## config.mk

```make
export PLATFORM = sky130hd
export DESIGN_NAME = midpoint_circle_rasterizer_unit
export DESIGN_NICKNAME = d
export VERILOG_FILES = /design/src/rtl/mcr_pkg.sv /design/src/rtl/midpoint_circle_rasterizer_unit.sv /design/src/rtl/mcr_queue.sv /design/src/rtl/mcr_front.sv /design/src/rtl/mcr_back.sv
export SDC_FILE = /design/constraint.sdc
export NUM_CORES = 1
export LEC_CHECK = 0
export BUFFER_PORTS_ARGS = -buffer_cell sky130_fd_sc_hd__buf_2
export CORE_MARGIN = 2
export CORE_UTILIZATION = 58
export CTS_BUF_LIST = sky130_fd_sc_hd__clkbuf_8
export CTS_CLUSTER_DIAMETER = 60
export CTS_CLUSTER_SIZE = 28
export DETAILED_ROUTE_END_ITERATION = 6
export PLACE_DENSITY = 0.79
export SLEW_MARGIN = 40
export SYNTH_ARGS = -nofsm -noshare
export SYNTH_HDL_FRONTEND = slang
export SYNTH_HIERARCHICAL = 1
export SYNTH_SLANG_ARGS = --single-unit
export TNS_END_PERCENT = 20
```

## constraint.sdc

```tcl
create_clock -name clk -period 4.5 [get_ports clk]
set_input_delay 0.9 -clock clk [delete_from_list [all_inputs] [get_ports clk]]
set_output_delay 0.9 -clock clk [all_outputs]
set_load 0.02 [all_outputs]
```

## src/rtl/mcr_pkg.sv

```systemverilog
// ----------------------------------------------------------------------------
// mcr_pkg
// Shared command codes and constants of the midpoint circle rasterizer.
// ----------------------------------------------------------------------------
package mcr_pkg;

    typedef enum logic {
        OP_BEGIN = 1'b0,
        OP_NEXT  = 1'b1
    } opcode_t;

    localparam int DEC_INIT    = 3;
    localparam int DEC_STEP_E  = 6;
    localparam int DEC_STEP_SE = 10;

    localparam int POINTS_PER_STEP = 8;
    localparam int QUEUE_DEPTH     = 2;

endpackage

```

## src/rtl/midpoint_circle_rasterizer_unit.sv

```systemverilog
// ----------------------------------------------------------------------------
// midpoint_circle_rasterizer_unit
// Midpoint circle rasterizer with eightfold symmetry and a decoupled back end.
// ----------------------------------------------------------------------------
// A begin command is taken and produces no beat. Each next command is
// also taken, stepping the decision value at once, and is queued; the
// back end then delivers eight point beats, one per cycle while pix_ready
// is high, or a single completion beat once the circle is done. The back
// end has a single point adder pair and output register; commands keep
// being taken while the two-entry queue has room. Points with a negative
// coordinate are flagged as not visible, and seam duplicates are kept.
module midpoint_circle_rasterizer_unit #(
    parameter int RADIUS_BITS = 12,
    parameter int COORD_BITS  = 16
) (
    input  logic                          clk,
    input  logic                          rst_n,
    input  logic                          cmd_valid,
    output logic                          cmd_ready,
    input  logic                          opcode,
    input  logic signed [COORD_BITS-1:0]  center_x,
    input  logic signed [COORD_BITS-1:0]  center_y,
    input  logic        [RADIUS_BITS-1:0] radius,
    output logic                          pix_valid,
    input  logic                          pix_ready,
    output logic signed [COORD_BITS:0]    pixel_x,
    output logic signed [COORD_BITS:0]    pixel_y,
    output logic                          visible,
    output logic                          finished,
    output logic                          last_of_run
);

    localparam int JOB_W = 1 + 2 * COORD_BITS + 2 * (RADIUS_BITS + 1);

    logic             q_full;
    logic             q_push;
    logic [JOB_W-1:0] q_push_data;
    logic             q_pop;
    logic             q_head_valid;
    logic [JOB_W-1:0] q_head_data;

    mcr_front #(
        .RADIUS_BITS (RADIUS_BITS),
        .COORD_BITS  (COORD_BITS),
        .JOB_W       (JOB_W)
    ) u_front (
        .clk        (clk),
        .rst_n      (rst_n),
        .cmd_valid  (cmd_valid),
        .cmd_ready  (cmd_ready),
        .opcode     (opcode),
        .center_x   (center_x),
        .center_y   (center_y),
        .radius     (radius),
        .queue_full (q_full),
        .queue_push (q_push),
        .queue_data (q_push_data)
    );

    mcr_queue #(
        .WIDTH (JOB_W)
    ) u_queue (
        .clk        (clk),
        .rst_n      (rst_n),
        .push       (q_push),
        .push_data  (q_push_data),
        .full       (q_full),
        .pop        (q_pop),
        .head_valid (q_head_valid),
        .head_data  (q_head_data)
    );

    mcr_back #(
        .RADIUS_BITS (RADIUS_BITS),
        .COORD_BITS  (COORD_BITS),
        .JOB_W       (JOB_W)
    ) u_back (
        .clk         (clk),
        .rst_n       (rst_n),
        .job_valid   (q_head_valid),
        .job_data    (q_head_data),
        .job_pop     (q_pop),
        .pix_valid   (pix_valid),
        .pix_ready   (pix_ready),
        .pixel_x     (pixel_x),
        .pixel_y     (pixel_y),
        .visible     (visible),
        .finished    (finished),
        .last_of_run (last_of_run)
    );

endmodule

```

## src/rtl/mcr_queue.sv

```systemverilog
// ----------------------------------------------------------------------------
// mcr_queue
// Short first-in first-out queue that carries jobs from the front to the back.
// ----------------------------------------------------------------------------
module mcr_queue #(
    parameter int WIDTH = 8
) (
    input  logic             clk,
    input  logic             rst_n,
    input  logic             push,
    input  logic [WIDTH-1:0] push_data,
    output logic             full,
    input  logic             pop,
    output logic             head_valid,
    output logic [WIDTH-1:0] head_data
);

    localparam int DEPTH = mcr_pkg::QUEUE_DEPTH;
    localparam int PTR_W = (DEPTH > 1) ? $clog2(DEPTH) : 1;
    localparam int CNT_W = $clog2(DEPTH + 1);

    logic [WIDTH-1:0] entry_reg [DEPTH];
    logic [PTR_W-1:0] wr_ptr_reg;
    logic [PTR_W-1:0] wr_ptr_next;
    logic [PTR_W-1:0] rd_ptr_reg;
    logic [PTR_W-1:0] rd_ptr_next;
    logic [CNT_W-1:0] count_reg;
    logic [CNT_W-1:0] count_next;

    assign full       = (count_reg == CNT_W'(DEPTH));
    assign head_valid = (count_reg != '0);
    assign head_data  = entry_reg[rd_ptr_reg];

    always_comb
    begin
        wr_ptr_next = wr_ptr_reg;
        rd_ptr_next = rd_ptr_reg;
        count_next  = count_reg;
        if (push)
        begin
            wr_ptr_next = (wr_ptr_reg == PTR_W'(DEPTH - 1)) ? '0 : wr_ptr_reg + 1'b1;
        end
        if (pop)
        begin
            rd_ptr_next = (rd_ptr_reg == PTR_W'(DEPTH - 1)) ? '0 : rd_ptr_reg + 1'b1;
        end
        if (push && !pop)
        begin
            count_next = count_reg + 1'b1;
        end
        else if (pop && !push)
        begin
            count_next = count_reg - 1'b1;
        end
    end

    always_ff @(posedge clk or negedge rst_n)
    begin
        if (!rst_n)
        begin
            wr_ptr_reg <= '0;
            rd_ptr_reg <= '0;
            count_reg  <= '0;
        end
        else
        begin
            wr_ptr_reg <= wr_ptr_next;
            rd_ptr_reg <= rd_ptr_next;
            count_reg  <= count_next;
        end
    end

    always_ff @(posedge clk)
    begin
        if (push)
        begin
            entry_reg[wr_ptr_reg] <= push_data;
        end
    end

endmodule

```

## src/rtl/mcr_front.sv

```systemverilog
// ----------------------------------------------------------------------------
// mcr_front
// Accepts commands, holds the circle state and steps the decision value,
// handing one job per next command to the queue.
// ----------------------------------------------------------------------------
module mcr_front #(
    parameter int RADIUS_BITS = 12,
    parameter int COORD_BITS  = 16,
    parameter int JOB_W       = 1 + 2 * COORD_BITS + 2 * (RADIUS_BITS + 1)
) (
    input  logic                          clk,
    input  logic                          rst_n,
    input  logic                          cmd_valid,
    output logic                          cmd_ready,
    input  logic                          opcode,
    input  logic signed [COORD_BITS-1:0]  center_x,
    input  logic signed [COORD_BITS-1:0]  center_y,
    input  logic        [RADIUS_BITS-1:0] radius,
    input  logic                          queue_full,
    output logic                          queue_push,
    output logic [JOB_W-1:0]              queue_data
);

    localparam int OFF_W = RADIUS_BITS + 1;
    localparam int DEC_W = RADIUS_BITS + 6;

    typedef struct packed {
        logic                   fin;
        logic signed [COORD_BITS-1:0] cx;
        logic signed [COORD_BITS-1:0] cy;
        logic signed [OFF_W-1:0]      ox;
        logic signed [OFF_W-1:0]      oy;
    } job_t;

    job_t                         job;
    logic                         accept;
    logic signed [COORD_BITS-1:0] cx_reg;
    logic signed [COORD_BITS-1:0] cy_reg;
    logic signed [OFF_W-1:0]      ox_reg;
    logic signed [OFF_W-1:0]      ox_next;
    logic signed [OFF_W-1:0]      oy_reg;
    logic signed [OFF_W-1:0]      oy_next;
    logic signed [DEC_W-1:0]      dec_reg;
    logic signed [DEC_W-1:0]      dec_next;
    logic                         drawing_reg;

    assign cmd_ready  = !queue_full;
    assign accept     = cmd_valid && cmd_ready;
    assign queue_push = accept && (opcode == mcr_pkg::OP_NEXT);

    assign job.fin    = !drawing_reg;
    assign job.cx     = cx_reg;
    assign job.cy     = cy_reg;
    assign job.ox     = ox_reg;
    assign job.oy     = oy_reg;
    assign queue_data = job;

    always_comb
    begin
        ox_next = ox_reg + OFF_W'(1);
        oy_next = oy_reg;
        if (dec_reg[DEC_W-1])
        begin
            dec_next = dec_reg + (DEC_W'(ox_reg) <<< 2) + DEC_W'(mcr_pkg::DEC_STEP_E);
        end
        else
        begin
            oy_next  = oy_reg - OFF_W'(1);
            dec_next = dec_reg + ((DEC_W'(ox_reg) - DEC_W'(oy_next)) <<< 2)
                     + DEC_W'(mcr_pkg::DEC_STEP_SE);
        end
    end

    always_ff @(posedge clk or negedge rst_n)
    begin
        if (!rst_n)
        begin
            cx_reg      <= '0;
            cy_reg      <= '0;
            ox_reg      <= '0;
            oy_reg      <= '0;
            dec_reg     <= '0;
            drawing_reg <= 1'b0;
        end
        else if (accept)
        begin
            if (opcode == mcr_pkg::OP_BEGIN)
            begin
                cx_reg      <= center_x;
                cy_reg      <= center_y;
                ox_reg      <= '0;
                oy_reg      <= OFF_W'(radius);
                dec_reg     <= DEC_W'(mcr_pkg::DEC_INIT) - (DEC_W'(radius) << 1);
                drawing_reg <= 1'b1;
            end
            else if (drawing_reg)
            begin
                ox_reg      <= ox_next;
                oy_reg      <= oy_next;
                dec_reg     <= dec_next;
                drawing_reg <= !(ox_next > oy_next);
            end
        end
    end

endmodule

```

## src/rtl/mcr_back.sv

```systemverilog
// ----------------------------------------------------------------------------
// mcr_back
// Expands each queued job into its eight mirrored points, or one completion
// beat, through a registered output stage.
// ----------------------------------------------------------------------------
module mcr_back #(
    parameter int RADIUS_BITS = 12,
    parameter int COORD_BITS  = 16,
    parameter int JOB_W       = 1 + 2 * COORD_BITS + 2 * (RADIUS_BITS + 1)
) (
    input  logic                         clk,
    input  logic                         rst_n,
    input  logic                         job_valid,
    input  logic [JOB_W-1:0]             job_data,
    output logic                         job_pop,
    output logic                         pix_valid,
    input  logic                         pix_ready,
    output logic signed [COORD_BITS:0]   pixel_x,
    output logic signed [COORD_BITS:0]   pixel_y,
    output logic                         visible,
    output logic                         finished,
    output logic                         last_of_run
);

    localparam int OFF_W = RADIUS_BITS + 1;
    localparam int PIX_W = COORD_BITS + 1;
    localparam int SUM_W = ((COORD_BITS > OFF_W) ? COORD_BITS : OFF_W) + 2;
    localparam int K_W   = $clog2(mcr_pkg::POINTS_PER_STEP);

    typedef struct packed {
        logic                   fin;
        logic signed [COORD_BITS-1:0] cx;
        logic signed [COORD_BITS-1:0] cy;
        logic signed [OFF_W-1:0]      ox;
        logic signed [OFF_W-1:0]      oy;
    } job_t;

    job_t                    job;
    logic                    load;
    logic                    last_point;
    logic [K_W-1:0]          k_reg;
    logic signed [SUM_W-1:0] off_a;
    logic signed [SUM_W-1:0] off_b;
    logic signed [SUM_W-1:0] sum_x;
    logic signed [SUM_W-1:0] sum_y;
    logic                    valid_reg;
    logic [PIX_W-1:0]        px_reg;
    logic [PIX_W-1:0]        py_reg;
    logic                    vis_reg;
    logic                    fin_reg;
    logic                    last_reg;

    assign job        = job_t'(job_data);
    assign load       = job_valid && (!valid_reg || pix_ready);
    assign last_point = (k_reg == K_W'(mcr_pkg::POINTS_PER_STEP - 1));
    assign job_pop    = load && (job.fin || last_point);

    always_comb
    begin
        off_a = k_reg[2] ? SUM_W'(job.oy) : SUM_W'(job.ox);
        off_b = k_reg[2] ? SUM_W'(job.ox) : SUM_W'(job.oy);
        sum_x = k_reg[1] ? SUM_W'(job.cx) - off_a : SUM_W'(job.cx) + off_a;
        sum_y = k_reg[0] ? SUM_W'(job.cy) - off_b : SUM_W'(job.cy) + off_b;
    end

    always_ff @(posedge clk or negedge rst_n)
    begin
        if (!rst_n)
        begin
            valid_reg <= 1'b0;
            k_reg     <= '0;
        end
        else
        begin
            if (load)
            begin
                valid_reg <= 1'b1;
                k_reg     <= (job.fin || last_point) ? '0 : k_reg + 1'b1;
            end
            else if (pix_ready)
            begin
                valid_reg <= 1'b0;
            end
        end
    end

    always_ff @(posedge clk)
    begin
        if (load)
        begin
            if (job.fin)
            begin
                px_reg   <= '0;
                py_reg   <= '0;
                vis_reg  <= 1'b0;
                fin_reg  <= 1'b1;
                last_reg <= 1'b1;
            end
            else
            begin
                px_reg   <= sum_x[PIX_W-1:0];
                py_reg   <= sum_y[PIX_W-1:0];
                vis_reg  <= !sum_x[SUM_W-1] && !sum_y[SUM_W-1];
                fin_reg  <= 1'b0;
                last_reg <= last_point;
            end
        end
    end

    assign pix_valid   = valid_reg;
    assign pixel_x     = px_reg;
    assign pixel_y     = py_reg;
    assign visible     = vis_reg;
    assign finished    = fin_reg;
    assign last_of_run = last_reg;

endmodule
```

==> flow_summary.toml, run 1 <==
[drt]
drtIter0Drc = 911
drt_first_pass_iters = 5
wl_per_cell_um = 18.5
viasPerCell = 5.99
postRouteAntennaNets = 0
drc = 0
wl_um = 36000
via_count = 11700

[critical_path]
critPathKind = "reg2reg"
critical_path_required_ps = 4960
path_cells = "inv_2 > ha_4 > or3b_4 > or3_4 > or3_4 > xor2_1 > ha_1 > nand3_1 > nand2_1 > a41o_1 > nor2_2 > xnor2_2 > ha_4 > ha_4 > buf_4 > a211o_1 > a31oi_1 > xor2_1 > o211ai_1 > a221o_1"
arrival_ps = 5240
critical_path.max_stage_delay_ps = 420
path_max_fanout = 4
crit_top_cell = "ha_4"
slowest_stage = "dfrtp_1"
start_kind = "flip-flop"
end_kind = "flip-flop"
critPathTopFamily = "simple AND/OR/NAND/NOR gates"
critPathBufInv = 2

[floorplanning]
core_area_mm2 = 0.0261
rows = 59
die_y_um = 167
die_area_mm2 = 0.0279
start_util = 0.592
io_pins = 88
die_w_um = 167

[synthesis]
syn_avg_cell_area_um2 = 10.7
ys_ff_latch = 239
synthesis.area_mm2 = 0.0154
async_reset_ff_frac = 0.351
synth_top_area_cell = "edfxtp_1"
synth_cell_types = 83
synth_edf_count = 155
netlist.area_leader.share = 0.302
yosysSeqAreaShare = 0.438
yosys-top-cells-area = "edfxtp_1 (30%), dfrtp_1 (14%), ha_1 (10%)"
syn_inst = 1441
yosys_warnings = 6
synthesis.nets = 1623
synth_ff_type = "edfxtp_1"

[power]
p_int_mw = 8.54
power_frac_seq = 0.242
leakage_nw = 7.61
p_clk_frac = 0.098
swShare = 0.449
power_density_mw_per_mm2 = 883
p_comb_frac = 0.660
peakVddDrop_uv = 754
switchingPower_mw = 6.97

[run_status]
violations = "setup timing"
outcome = "finished with violations"

[placement]
dp_slack_ps = -325
placed_area_mm2 = 0.0167
gp_congestion = 0.936
io_buffers = 87
hpwl_um = 26100

[clock_tree]
cts_sinks = 239
cts_tree = "done"
clockBufferDepth = 3
root_buffer = "clkbuf_8"
postCtsHoldBufs = 0
htreeDepth = 1
cts_buffers = 21
worstSkewPairLatency_ps = 580
clk_pin_slew_ps = 140

[final_layout]
area_growth_pct = 13.8
largest_reg_flops = 118
diodes = 0
n_fill_cell = 1894
drive_gt1_frac = 0.224
nets = 1781
multi_input_area_mm2 = 0.00841
final_area_mm2 = 0.0176
seq_area_mm2 = 0.00676

[global_route]
antenna_found_initial = 0
first_global_vias = 11600
gr-total-overflow = 0
grt_pass1_wl_um = 57300
grt_use_total = 0.252
grt_max_degree = 65

[timing]
finalWorstSetupSlack_ps = -280
slew_headroom = 0.475
min_period_ps = 4780
tightest_slew_ps = 788
max_freq_ghz = 0.209
finalHoldViolCount = 0
skew_ps = 27.3
fin_crit_sh = 1.06
setup_viol = 6
slew_viol_final = 0
rsz0062_at_grt = "yes"

[worst_hold_path]
hold_path.class = "in2async"

[flow_run]
maxCapViolations = 0
==> logic make-up after synthesis <==
logic type               count (synthesis)  share of synthesized area
AND/OR/NAND/NOR                        444                      0.141
AO/OA/AOI/OAI                          313                      0.130
flip-flops                             239                      0.438
adder cells (fa/ha/maj)                133                      0.110
XOR/XNOR                               117                     0.0664
buffers and inverters                  100                     0.0328
multiplexers                            95                     0.0811
==> final timing paths <==
kind                            slack [ps]                  endpoint  depth (start not counted)         startpoint
max in group asynchronous             3370         u_front/cx_reg[7]                          2              rst_n
worst min register to register         480  u_queue/entry_reg[1][28]                          0  u_front/cy_reg[2]
worst max-delay path                  -280       u_front/dec_reg[14]                         20  u_front/oy_reg[1]
worst max register to register        -280       u_front/dec_reg[14]                         20  u_front/oy_reg[1]
worst min-delay path                   350         u_front/ox_reg[3]                          1              rst_n
min in group clk                       480  u_queue/entry_reg[1][28]                          0  u_front/cy_reg[2]
==> Yosys cell counts, types with 24 or more instances <==
master and n:
xor2_1 60, inv_1 48, mux2_4 59, nor3_1 29, nor2_1 90, nand3_1 29
mux2i_1 32, nor2b_1 24, nand2_1 166, o21ai_0 71, clkbuf_1 28, edfxtp_1 155
ha_1 128, a21oi_1 88, xnor2_1 57, dfrtp_1 84
==> worst register-to-register path, delay by kind of cell, from the launching register on <==
| kind | cells | cell delay, ps |
|---|---|---|
| XOR/XNOR | 3 | 530 |
| flip-flops | 1 | 420 |
| adder cells (fa/ha/maj) | 4 | 960 |
| buffers and inverters | 2 | 230 |
| AO/OA/AOI/OAI | 5 | 1140 |
| AND/OR/NAND/NOR | 6 | 1370 |
==> stage by stage <==
stage	instances	utilization	hold slack, ps	TNS, ps	power, mW
6_report	1949	0.674	345	-1080	15.5
5_1_grt	1949	0.674	364	-2440	16.6
4_1_cts	1945	0.667	341	-987	15.1
3_5_place_dp	1903	0.643	451	-1240	13.4
3_3_place_gp	1903	0.642	444	-610	13.0
2_1_floorplan	1441	-	437	-754	10.9
==> power groups by stage <==
stage / Sequential (mW) / Combinational [mW] / Clock (mW)
after floorplan: 3.86 / 7.02 / 0
after global placement: 3.75 / 9.29 / 0
after detailed placement: 3.80 / 9.63 / 0
after CTS: 3.75 / 9.83 / 1.55
after global routing: 3.83 / 11.2 / 1.62
final: 3.75 / 10.2 / 1.51
==> cell usage in the layout (no fill, tap or decap), types with 56 or more instances in the layout <==
master,count
mux2_4,59
nor2_1,88
xnor2_1,56
ha_1,121
xor2_1,60
dfrtp_1,82
nand2_1,165
o21ai_0,66
buf_4,95
edfxtp_1,155
buf_2,86
a21oi_1,84
==> routing by layer <==
metal / up-vias / global-route usage / wire length (µm)
li1: 5576 / - / -
met1: 5642 / 0.318 / 15000
met2: 386 / 0.453 / 18200
met3: 76 / 0.0280 / 1800
met4: 0 / 0.0795 / 1030
met5: - / 0 / 0
==> final cells by class <==
cell class                      count  area share
Multi-Input combinational cell   1102       0.479
Clock buffer                       21      0.0165
Clock inverter                     17      0.0147
Sequential cell                   239       0.385
Timing Repair Buffer              187      0.0705
Tap cell                          335      0.0239
Inverter                           48      0.0103
==> what timing repair did <==
action,in CTS,in global routing
pin swaps,13,15
cloned,0,0
setup endpoints to repair,9,14
resized for setup,11,32
setup buffers,4,4
(Power assumes the default switching activity.)
==> run 2, diff against run 1 <==
CORE_UTILIZATION = 64   (was 58)
PLACE_DENSITY = 0.83   (was 0.79)
clock period = 5.15 ns   (was 4.5 ns; I/O delays follow)
==> run 2 against run 1 <==
Net effect: the run now ends clean; non-clock buffer count shrank 71; largest power group unchanged; critical endpoint unchanged; worst hold slack gained 66 ps; via count shrank 1.9%; first-iteration DRC count grew 0.11%.
==> flow_summary.toml, run 2 (same netlist as run 1, synthesis figures left out) <==
[global_route]
grt_use_total = 0.271
first_global_vias = 11200
grt_max_degree = 60
antenna_found_initial = 0
grt_pass1_wl_um = 56300
gr-total-overflow = 0

[clock_tree]
clk_pin_slew_ps = 130
cts_buffers = 18
cts_sinks = 239
root_buffer = "clkbuf_8"
worstSkewPairLatency_ps = 560
clockBufferDepth = 3
postCtsHoldBufs = 0
htreeDepth = 1
cts_tree = "done"

[drt]
via_count = 11500
wl_per_cell_um = 18.9
drt_first_pass_iters = 6
postRouteAntennaNets = 0
drc = 0
drtIter0Drc = 912
viasPerCell = 6.17
wl_um = 35100

[flow_run]
maxCapViolations = 0

[timing]
max_freq_ghz = 0.202
rsz0062_at_grt = "no"
tightest_slew_ps = 850
skew_ps = 30.8
fin_crit_sh = 0.959
finalHoldViolCount = 0
min_period_ps = 4940
slew_viol_final = 0
slew_headroom = 0.432
holdWs_ps = 411
setup_viol = 0

[run_status]
outcome = "finished clean"

[placement]
hpwl_um = 24900
gp_congestion = 0.917
io_buffers = 87
placed_area_mm2 = 0.0162

[power]
leakage_nw = 7.20
p_clk_frac = 0.095
power_frac_seq = 0.264
peakVddDrop_uv = 687
p_int_mw = 6.88
power_density_mw_per_mm2 = 755
swShare = 0.457
switchingPower_mw = 5.78
p_comb_frac = 0.641

[critical_path]
start_kind = "flip-flop"
critPathKind = "reg2reg"
critical_path_required_ps = 5610
path_max_fanout = 5
arrival_ps = 5400
end_kind = "flip-flop"

[final_layout]
diodes = 0
final_cell_mix = "nand2_1 (165), edfxtp_1 (155), ha_1 (122)"
n_fill_cell = 1682
drive_gt1_frac = 0.175
final_common_cell = "nand2_1"
largest_reg_flops = 118
final_area_mm2 = 0.0168
nets = 1707
area_growth_pct = 8.78
finalCoreUtilization = 0.713

[floorplanning]
rows = 56
start_util = 0.655
core_area_mm2 = 0.0235
die_y_um = 159
io_pins = 88
die_area_mm2 = 0.0254
die_w_um = 159

[worst_hold_path]
hold_path.class = "in2async"
run 2: repair_timing:
item,in CTS,in global routing
resized for setup,3,19
setup endpoints to repair,2,5
buffers inserted,0,3
pin swaps,0,5
run 2: metrics by stage:
step	setup TNS, ps	instances	setup WS (ps)	total power, mW
6_report	0	1856	210	12.7
4_1_cts	-7.28	1853	-7.28	12.4
3_5_place_dp	-26.0	1821	-26.0	11.2
3_3_place_gp	0	1820	163	10.8
2_1_floorplan	0	1441	219	9.45
5_1_grt	0	1856	0.470	13.6
run 2: layout make-up:
class                      count  area (µm²)  area share
clock buffer                  20         275      0.0164
timing repair buffer         116         672      0.0400
clock inverter                12         176      0.0105
multi-input combinational   1102        8310       0.495
sequential                   239        6760       0.403
inverter                      48         180      0.0107
tap                          319         399      0.0238
run 2: power by group through the flow:
| stage | registers [mW] | logic (mW) | clock network [mW] |
|---|---|---|---|
| 6_report | 3.35 | 8.12 | 1.20 |
| 5_1_grt | 3.42 | 8.91 | 1.29 |
| 4_1_cts | 3.34 | 7.87 | 1.22 |
| 3_5_place_dp | 3.39 | 7.76 | 0 |
| 3_3_place_gp | 3.35 | 7.48 | 0 |
| 2_1_floorplan | 3.38 | 6.07 | 0 |
run 2: per-layer routing:
layer,vias up,share of wire,track usage
li1,5439,-,-
met1,5495,0.41,0.343
met2,430,0.50,0.480
met3,89,0.058,0.0263
met4,0,0.039,0.107
met5,-,0,0
run 2: path summary, 6_finish.rpt:
| kind | slack (ps) | cells past startpoint | end | startpoint |
|---|---|---|---|---|
| max in group asynchronous | 3730 | 3 | u_queue/rd_ptr_reg | rst_n |
| min in group clk | 480 | 0 | u_queue/entry_reg[1][26] | u_front/cy_reg[0] |
| worst max register to register | 210 | 21 | u_front/dec_reg[14] | u_front/oy_reg[1] |
| worst min-delay path | 410 | 1 | u_front/dec_reg[16] | rst_n |
| worst max-delay path | 210 | 21 | u_front/dec_reg[14] | u_front/oy_reg[1] |
| worst min register to register | 480 | 0 | u_queue/entry_reg[1][26] | u_front/cy_reg[0] |
run 2: critical path: stages, from the launching register on:
cell and delay, ps:
dfrtp_1 430, inv_1 100, ha_2 200, or3b_4 400, or3_4 360, or3_4 370
xor2_2 170, ha_4 280, nand2_1 80, nand2_1 60, a41o_1 260, nor2_2 120
xnor2_1 130, ha_1 280, ha_4 270, nand3_2 110, a211oi_2 50, a211o_1 320
a31oi_2 230, xor2_1 210, o211ai_1 100, a221o_1 310
==> run 3, diff against run 2 <==
CORE_UTILIZATION = 58   (was 64)
PLACE_DENSITY = 0.79   (was 0.83)
SLEW_MARGIN = 20   (was 40)
clock period = 4.1 ns   (was 5.15 ns; I/O delays follow)
==> run 3 against run 2 <==
Net effect: clock skew is 0.62 ps lower; critical endpoint is now u_front/dec_reg[17]; highest routed layer unchanged; total power rose by 42%; clock-buffer cell count grew 1; the flow now finishes with violations (setup timing); die area up 10%.
==> flow_summary.toml, run 3 (same netlist as run 1, synthesis figures left out) <==
[run_status]
outcome = "finished with violations"
violations = "setup timing"

[placement]
placed_cells = 1966
io_buffers = 87
dp_slack_ps = -704
gp_congestion = 0.950
hpwl_um = 26300

[timing]
setup_viol = 18
slew_viol_final = 0
holdWs_ps = 403
finalHoldViolCount = 0
fin_crit_sh = 1.17
tightest_slew_ps = 1130
finalSetupTns_ps = -5560
slew_headroom = 0.244
max_freq_ghz = 0.208
rsz0062_at_grt = "yes"
min_period_ps = 4810
skew_ps = 30.2
finalWorstSetupSlack_ps = -707

[critical_path]
arrival_ps = 5260
critPathBufInv = 1
path_max_fanout = 3
end_kind = "flip-flop"
start_kind = "flip-flop"
slowest_stage = "dfrtp_1"
critPathKind = "reg2reg"
path_cells = "inv_2 > ha_4 > or3b_4 > or3_4 > or3_4 > or3_4 > xor2_1 > ha_2 > nor2_1 > nor2_1 > o41ai_4 > xnor2_1 > ha_1 > ha_4 > and2_1 > o21ai_2 > a32oi_2 > xnor2_1 > xnor2_1 > o31a_1"
critical_path.max_stage_delay_ps = 410
critPathTopFamily = "simple AND/OR/NAND/NOR gates"
critical_path_required_ps = 4550

[floorplanning]
core_area_mm2 = 0.0261
io_pins = 88
rows = 59
die_area_mm2 = 0.0279
die_y_um = 167
die_w_um = 167
start_util = 0.592

[global_route]
grt_max_degree = 70
antenna_found_initial = 0
first_global_vias = 12000
grt_use_total = 0.258
gr-total-overflow = 0
grt_pass1_wl_um = 58800

[drt]
postRouteAntennaNets = 0
viasPerCell = 5.93
drt_first_pass_iters = 5
drtIter0Drc = 975
via_count = 11900
wl_per_cell_um = 18.3
wl_um = 36600
drc = 0

[clock_tree]
clockBufferDepth = 3
postCtsHoldBufs = 0
htreeDepth = 1
worstSkewPairLatency_ps = 580
cts_tree = "done"
clk_pin_slew_ps = 130
cts_buffers = 20
cts_sinks = 239
root_buffer = "clkbuf_8"

[power]
leakage_nw = 7.92
peakVddDrop_uv = 686
power_density_mw_per_mm2 = 999
power_mw = 18.0

[final_layout]
final_common_cell = "nand2_1"
nets = 1838
diodes = 0
area_growth_pct = 16.8
final_cell_mix = "nand2_1 (165), edfxtp_1 (155), buf_4 (153)"
drive_gt1_frac = 0.250
fin_cells = 2005
largest_reg_flops = 118

[flow_run]
maxCapViolations = 0

[worst_hold_path]
hold_path.class = "in2async"
run 3: what timing repair did:
action / in CTS / in global routing
buffers inserted: 2 / 1
pin swaps: 21 / 8
endpoints found under the hold margin: 0 / 0
gates resized for setup: 33 / 16
setup endpoints to repair: 22 / 24
run 3: area by class of cell:
class,instances,area [µm²]
fillers,1885,8040
clock inverters,15,289
well taps,335,419
repair buffers,245,1670
clock buffers,21,289
multi-input cells,1102,8410
inverters,48,180
flip-flops and latches,239,6760
run 3: per-layer routing:
| metal | up-vias | GRT usage | wire [µm] | part of all wire |
|---|---|---|---|---|
| met5 | - | 0 | 0 | 0 |
| li1 | 5689 | - | - | - |
| met1 | 5748 | 0.326 | 15000 | 0.41 |
| met3 | 67 | 0.0314 | 2220 | 0.061 |
| met2 | 379 | 0.461 | 18400 | 0.50 |
| met4 | 0 | 0.0870 | 971 | 0.026 |
run 3: through the flow:
step / instance area [µm²] / utilization
2_1_floorplan: 15500 / -
3_3_place_gp: 17200 / 0.661
3_5_place_dp: 17200 / 0.661
4_1_cts: 18000 / 0.689
5_1_grt: 18000 / 0.692
6_report: 18000 / 0.692
run 3: power breakdown:
part	total, mW	switching [mW]	leakage, nW	internal [mW]
combinational	12.2	6.35	5.15	5.80
sequential	4.08	0.471	2.49	3.61
clock	1.78	1.00	0.286	0.775
total	18.0	7.82	7.92	10.2
run 3: path summary, 6_finish.rpt:
path / from / end / slack [ps] / depth (start not counted)
worst max-delay path: u_front/oy_reg[1] / u_front/dec_reg[17] / -710 / 20
worst min-delay path: rst_n / u_front/dec_reg[5] / 400 / 1
worst max register to register: u_front/oy_reg[1] / u_front/dec_reg[17] / -710 / 20
worst min register to register: u_front/cy_reg[15] / u_queue/entry_reg[1][41] / 480 / 0
max in group asynchronous: rst_n / u_front/oy_reg[8] / 2850 / 2
min in group clk: center_x[11] / u_front/cx_reg[11] / 420 / 3
